==> src/rtl/ttrc_pkg.sv <==
package ttrc_pkg;

    localparam int unsigned TERM_W = 16;
    localparam int unsigned POS_W  = 8;

    localparam logic [TERM_W-1:0] MODULUS     = 16'hFFFF;
    localparam logic [TERM_W-1:0] SEED_OLDER  = 16'd1;
    localparam logic [TERM_W-1:0] SEED_OFFSET = 16'd7;
    localparam logic [POS_W-1:0]  FIRST_NEXT  = 8'd1;

    // Sum of a 25-bit value's high and low parts, then one conditional subtract,
    // gives the value modulo 2^16 - 1.
    function automatic logic [TERM_W-1:0] fold_mod(input logic [24:0] x);
        logic [16:0] s;
        logic [16:0] r;
        begin
            s = {1'b0, x[15:0]} + {8'd0, x[24:16]};
            if (s >= {1'b0, MODULUS})
            begin
                r = s - {1'b0, MODULUS};
            end
            else
            begin
                r = s;
            end
            fold_mod = r[TERM_W-1:0];
        end
    endfunction

    // Coefficients of the position: 17*i and 31*i, both modulo 256.
    function automatic logic [POS_W-1:0] alpha_of(input logic [POS_W-1:0] pos);
        begin
            alpha_of = pos + {pos[3:0], 4'd0};
        end
    endfunction

    function automatic logic [POS_W-1:0] beta_of(input logic [POS_W-1:0] pos);
        begin
            beta_of = {pos[2:0], 5'd0} - pos;
        end
    endfunction

endpackage

==> src/rtl/three_term_recurrence_checksum.sv <==
// Channel | Direction | Handshake              | Fields
// input   | in        | in_valid / in_ready    | data_byte[7:0], first_byte, last_byte
// output  | out       | out_valid / out_ready  | checksum[15:0]
//
// One word per clock unless a last byte waits on a full result register. A word
// sits in the input register, then the recurrence (two short multiplies, a
// subtract and a fold modulo 65535) updates the terms and, on a last byte, loads
// the result register, which drives checksum valid.
// Reset clears the terms to one, the position to zero and both valid flags.
// Only a last byte waits on a full result register; other bytes keep flowing.
module three_term_recurrence_checksum
    import ttrc_pkg::*;
(
    input  logic        clk,
    input  logic        rst_n,
    input  logic        in_valid,
    output logic        in_ready,
    input  logic [7:0]  data_byte,
    input  logic        first_byte,
    input  logic        last_byte,
    output logic        out_valid,
    input  logic        out_ready,
    output logic [15:0] checksum
);

    logic              in_vld_reg;
    logic [7:0]        in_byte_reg;
    logic              in_first_reg;
    logic              in_last_reg;

    logic [TERM_W-1:0] older_reg;
    logic [TERM_W-1:0] newer_reg;
    logic [POS_W-1:0]  pos_reg;

    logic              out_vld_reg;
    logic [TERM_W-1:0] sum_reg;

    logic              out_free;
    logic              proc_fire;

    logic [8:0]        factor_a;
    logic [24:0]       prod_a;
    logic [24:0]       prod_b;
    logic [24:0]       diff;
    logic [TERM_W-1:0] red;
    logic [TERM_W-1:0] term_calc;
    logic [TERM_W-1:0] older_next;
    logic [TERM_W-1:0] newer_next;
    logic [POS_W-1:0]  pos_next;

    assign out_free  = !out_vld_reg || out_ready;
    assign proc_fire = in_vld_reg && (!in_last_reg || out_free);
    assign in_ready  = !in_vld_reg || proc_fire;

    assign factor_a = {1'b0, in_byte_reg} + {1'b0, alpha_of(pos_reg)};
    assign prod_a   = {16'd0, factor_a} * {9'd0, newer_reg};
    assign prod_b   = {17'd0, beta_of(pos_reg)} * {9'd0, older_reg};

    always_comb
    begin
        if (prod_a >= prod_b)
        begin
            diff = prod_a - prod_b;
        end
        else
        begin
            diff = prod_b - prod_a;
        end
        red = fold_mod(diff);
        if (prod_a >= prod_b)
        begin
            term_calc = red;
        end
        // A wrapped 64-bit difference adds one modulo 65535, so the result
        // is 1 - red taken modulo 65535.
        else if (red == '0)
        begin
            term_calc = SEED_OLDER;
        end
        else if (red == SEED_OLDER)
        begin
            term_calc = '0;
        end
        else
        begin
            term_calc = ~red + SEED_OLDER;
        end

        if (in_first_reg)
        begin
            older_next = SEED_OLDER;
            newer_next = {8'd0, in_byte_reg} + SEED_OFFSET;
            pos_next   = FIRST_NEXT;
        end
        else
        begin
            older_next = newer_reg;
            newer_next = term_calc;
            pos_next   = pos_reg + FIRST_NEXT;
        end
    end

    always_ff @(posedge clk or negedge rst_n)
    begin
        if (!rst_n)
        begin
            in_vld_reg  <= 1'b0;
            older_reg   <= SEED_OLDER;
            newer_reg   <= SEED_OLDER;
            pos_reg     <= '0;
            out_vld_reg <= 1'b0;
        end
        else
        begin
            if (in_ready)
            begin
                in_vld_reg <= in_valid;
            end
            if (proc_fire)
            begin
                older_reg <= older_next;
                newer_reg <= newer_next;
                pos_reg   <= pos_next;
            end
            if (proc_fire && in_last_reg)
            begin
                out_vld_reg <= 1'b1;
            end
            else if (out_ready)
            begin
                out_vld_reg <= 1'b0;
            end
        end
    end

    always_ff @(posedge clk)
    begin
        if (in_ready && in_valid)
        begin
            in_byte_reg  <= data_byte;
            in_first_reg <= first_byte;
            in_last_reg  <= last_byte;
        end
        if (proc_fire && in_last_reg)
        begin
            sum_reg <= newer_next;
        end
    end

    assign out_valid = out_vld_reg;
    assign checksum  = sum_reg;

    a_term_in_range: assert property (@(posedge clk) disable iff (!rst_n)
        newer_reg != MODULUS && older_reg != MODULUS)
        else $error("recurrence term reached the modulus");

    a_out_in_range: assert property (@(posedge clk) disable iff (!rst_n)
        out_vld_reg |-> sum_reg != MODULUS)
        else $error("checksum out of range");

    a_stall_cause: assert property (@(posedge clk) disable iff (!rst_n)
        !in_ready |-> (in_vld_reg && in_last_reg && out_vld_reg && !out_ready))
        else $error("input stalled without a blocked last word");

    a_seed_pos: assert property (@(posedge clk) disable iff (!rst_n)
        (proc_fire && in_first_reg) |=> (pos_reg == FIRST_NEXT && older_reg == SEED_OLDER))
        else $error("first word did not seed the state");

    a_result_load: assert property (@(posedge clk) disable iff (!rst_n)
        (proc_fire && in_last_reg) |=> (out_vld_reg && sum_reg == newer_reg))
        else $error("result register does not match the newest term");

endmodule

==> config.mk <==
export PLATFORM = sky130hd
export DESIGN_NAME = three_term_recurrence_checksum
export DESIGN_NICKNAME = d
export VERILOG_FILES = /design/src/rtl/ttrc_pkg.sv /design/src/rtl/three_term_recurrence_checksum.sv
export SDC_FILE = /design/constraint.sdc
export NUM_CORES = 1
export LEC_CHECK = 0
export BUFFER_PORTS_ARGS = -buffer_cell sky130_fd_sc_hd__buf_2
export CAP_MARGIN = 20
export CELL_PAD_IN_SITES_DETAIL_PLACEMENT = 1
export CELL_PAD_IN_SITES_GLOBAL_PLACEMENT = 1
export CORE_MARGIN = 4
export CORE_UTILIZATION = 51
export CTS_BUF_LIST = sky130_fd_sc_hd__clkbuf_4 sky130_fd_sc_hd__clkbuf_8
export DETAILED_ROUTE_END_ITERATION = 12
export GPL_ROUTABILITY_DRIVEN = 0
export PLACE_DENSITY = 0.85
export RECOVER_POWER = 25
export SYNTH_ARGS = -nofsm -noshare
export SYNTH_HDL_FRONTEND = slang
export SYNTH_SLANG_ARGS = --single-unit
==> constraint.sdc <==
create_clock -name clk -period 18.52 [get_ports clk]
set_input_delay 4.63 -clock clk [delete_from_list [all_inputs] [get_ports clk]]
set_output_delay 4.63 -clock clk [all_outputs]
set_load 0.1 [all_outputs]
==> results.toml <==
[worst_setup_path]
crit_path_end = "checksum[4]"
critical_path.most_common_cell = "a21oi_1"
arrival_ns = 15.52
criticalPathCategory = "register to register"
cp_max_fo = 36
ff2ff_setup_slack_ns = 3.21
slowest_delay_ns = 0.69
setup.worst_path.start = "pos_reg[0]"
reg2reg_to = "checksum[4]"
cp.required_ns = 18.73
r2r-start = "pos_reg[0]"
reg2regPathDepth = 61
crit_path_start_kind = "register"
worst_setup_path_end_kind = "register"
crit_slowest_cell = "a21oi_1"

[route]
drtPass1Iterations = 5
drtAntennaViolNets = 0
drt_iter0_drc = 904
viasPerCell = 6.023
finalWirelength_um = 49460
drt_drc_violations_left = 0
dr_total_vias = 13950
avgRoutedWirePerCell_um = 21.35

[timing]
period_share_pct = 82.67
drv_slew = 0
slew_headroom_pct = 2.223
rsz0062_at_grt = "false"
post-route-min-period_ns = 15.31
setup_ws_ns = 3.210
fmax_mhz = 65.32
skew_ns = 0.01619
finalHoldViolCount = 0
setup_viol = 0
tightestPinTransition_ns = 1.467
finalSetupTns_ns = 0

[global_routing]
track_usage_pct = 29.50
gr-total-overflow = 0
grt_max_degree = 43
grt_pass1_wl_um = 80810
grt_antenna_before_repair = 0
grt_pass1_vias = 15490

[logic_synthesis]
avgSynthCellArea_um2 = 8.245
synth_seq_area_share_pct = 11.47
synth_edf_count = 26
ys_warn_count = 0
ys_async_sr_fraction_pct = 61.76
synth_area_um2 = 16000
syn_inst = 1940
synth.net_count = 2306
ys.flop_type = "dfrtp_1"
synth.distinct_cells = 79
ys_seq_elements = 68

[floorplan]
num_rows = 64
core_area_um2 = 30750
die_x_um = 185.1
start_util_pct = 52.02
ios = 32
fp.dieH_um = 185.1
die-area_um2 = 34260

[clock_network]
clk_pin_slew_worst_paths_ns = 0.08
cts_sinks = 68
cts_root_buf = "clkbuf_8"
postCtsSetupBuffers = 0
cts_resized = 0
cts_max_level = 3
ctsHoldBuffers = 0
cts_tree = "yes"
clk_path_buf_depth = 2
cts_buffers = 9
clk_latency_ns = 0.37

[place]
dpl_worst_slack_ns = 3.567
place_hpwl_um = 40810
port_buffers = 31

[layout]
layout_commonest_cell = "inv_1"
fin_util_pct = 54.16
fill_cells = 3755
diodes = 0
nets = 2281
drive_above_1_share_pct = 5.156
final_cell_mix = "inv_1 (297), nand2_1 (222), fa_1 (188), ha_1 (164), and2_1 (145)"
syn_to_final_growth_pct = 4.115

[flow_run]
cap_violations = 0

[status]
status = "finished clean"

[worst_hold_path]
min_path_type = "register to register"
[through the flow]
step	hold slack (ns)	cells	area (um2)
after floorplan	0.4686	1940	16000
after global placement	0.5171	2299	16450
after detailed placement	0.5304	2299	16450
after CTS	0.5414	2315	16650
after global routing	0.5777	2316	16650
final	0.5443	2316	16650
[cell type report]
cell class                 instances  area, um2  area share [%]
multi-input combinational       1489      12710           76.34
sequential                        68       1834           11.01
inverter                         297       1115           6.694
tap                              396      495.5           2.975
timing repair buffer              50      292.8           1.758
clock buffer                      12      152.6          0.9166
clock inverter                     4      50.05          0.3005
[cells by family (layout without fill, tap and decap cells)]
group                      after synthesis  count (layout)  share of synthesized area [%]
xor gates and xnor gates               120             120                          6.571
AOI/OAI and AO/OA                      364             364                          14.81
DFF                                     68              68                          11.47
adders and majority gates              352             352                          36.36
and+or+nand+nor                        632             632                          20.30
buffers and inverters                  383             363                          9.097
muxes                                   21              21                          1.400
[critical path: cells and delay by family, from the launching register on]
| family | cells | cell delay (ns) |
|---|---|---|
| AO/OA/AOI/OAI | 26 | 6.48 |
| adder cells (fa/ha/maj) | 11 | 4.32 |
| AND/OR/NAND/NOR | 15 | 2.53 |
| buffers and inverters | 6 | 0.88 |
| XOR/XNOR | 3 | 0.60 |
| flip-flops | 1 | 0.33 |
[synth_stat cells, types with 5 or more instances]
cell / instances / area [um2]
edfxtp_1: 26 / 780.8
and2_1: 145 / 907.1
and3_1: 19 / 118.9
nand2b_1: 33 / 206.5
o211ai_1: 11 / 82.58
a221oi_1: 5 / 43.79
xnor2_1: 77 / 674.4
nand2_1: 222 / 833.3
ha_1: 164 / 2052
dfrtp_1: 40 / 1001
a21o_1: 24 / 180.2
o21ai_0: 74 / 370.4
o21bai_1: 33 / 247.7
o21a_1: 13 / 97.59
nor2b_1: 14 / 87.58
nor2_1: 72 / 270.3
o31a_1: 7 / 61.31
nor3_1: 26 / 130.1
buf_1: 7 / 26.28
mux2i_1: 15 / 150.1
inv_1: 297 / 1115
nand3b_1: 19 / 142.6
buf_2: 5 / 25.02
o31ai_1: 11 / 82.58
a31oi_1: 14 / 87.58
nand3_1: 29 / 145.1
clkbuf_1: 71 / 266.5
or2_2: 10 / 62.56
or3_1: 12 / 75.07
o221ai_1: 5 / 43.79
fa_1: 188 / 3764
nand4_1: 10 / 62.56
xor2_1: 43 / 376.6
a211oi_1: 14 / 105.1
a21oi_1: 109 / 545.5
[worst min-delay path by stage]
stage                 start            to  slack, ns  cells after the start
2_1_floorplan  older_reg[0]  older_reg[0]       0.47                      2
3_3_place_gp   older_reg[0]  older_reg[0]       0.52                      2
3_5_place_dp   older_reg[0]  older_reg[0]       0.53                      2
4_1_cts        older_reg[0]  older_reg[0]       0.54                      2
5_1_grt        older_reg[0]  older_reg[0]       0.58                      2
6_report       older_reg[0]  older_reg[0]       0.54                      2
[routing by layer]
layer	wire [um]	share of wire (%)	global-route usage [%]
met3	2367	4.8	3.123
met2	25240	51	54.02
met4	1765	3.6	9.336
met1	20080	41	36.48
met5	0	0	0
Power is left out: the tool's default activity adds up to more than one toggle a clock period on the data nets, which glitch-free logic cannot reach.
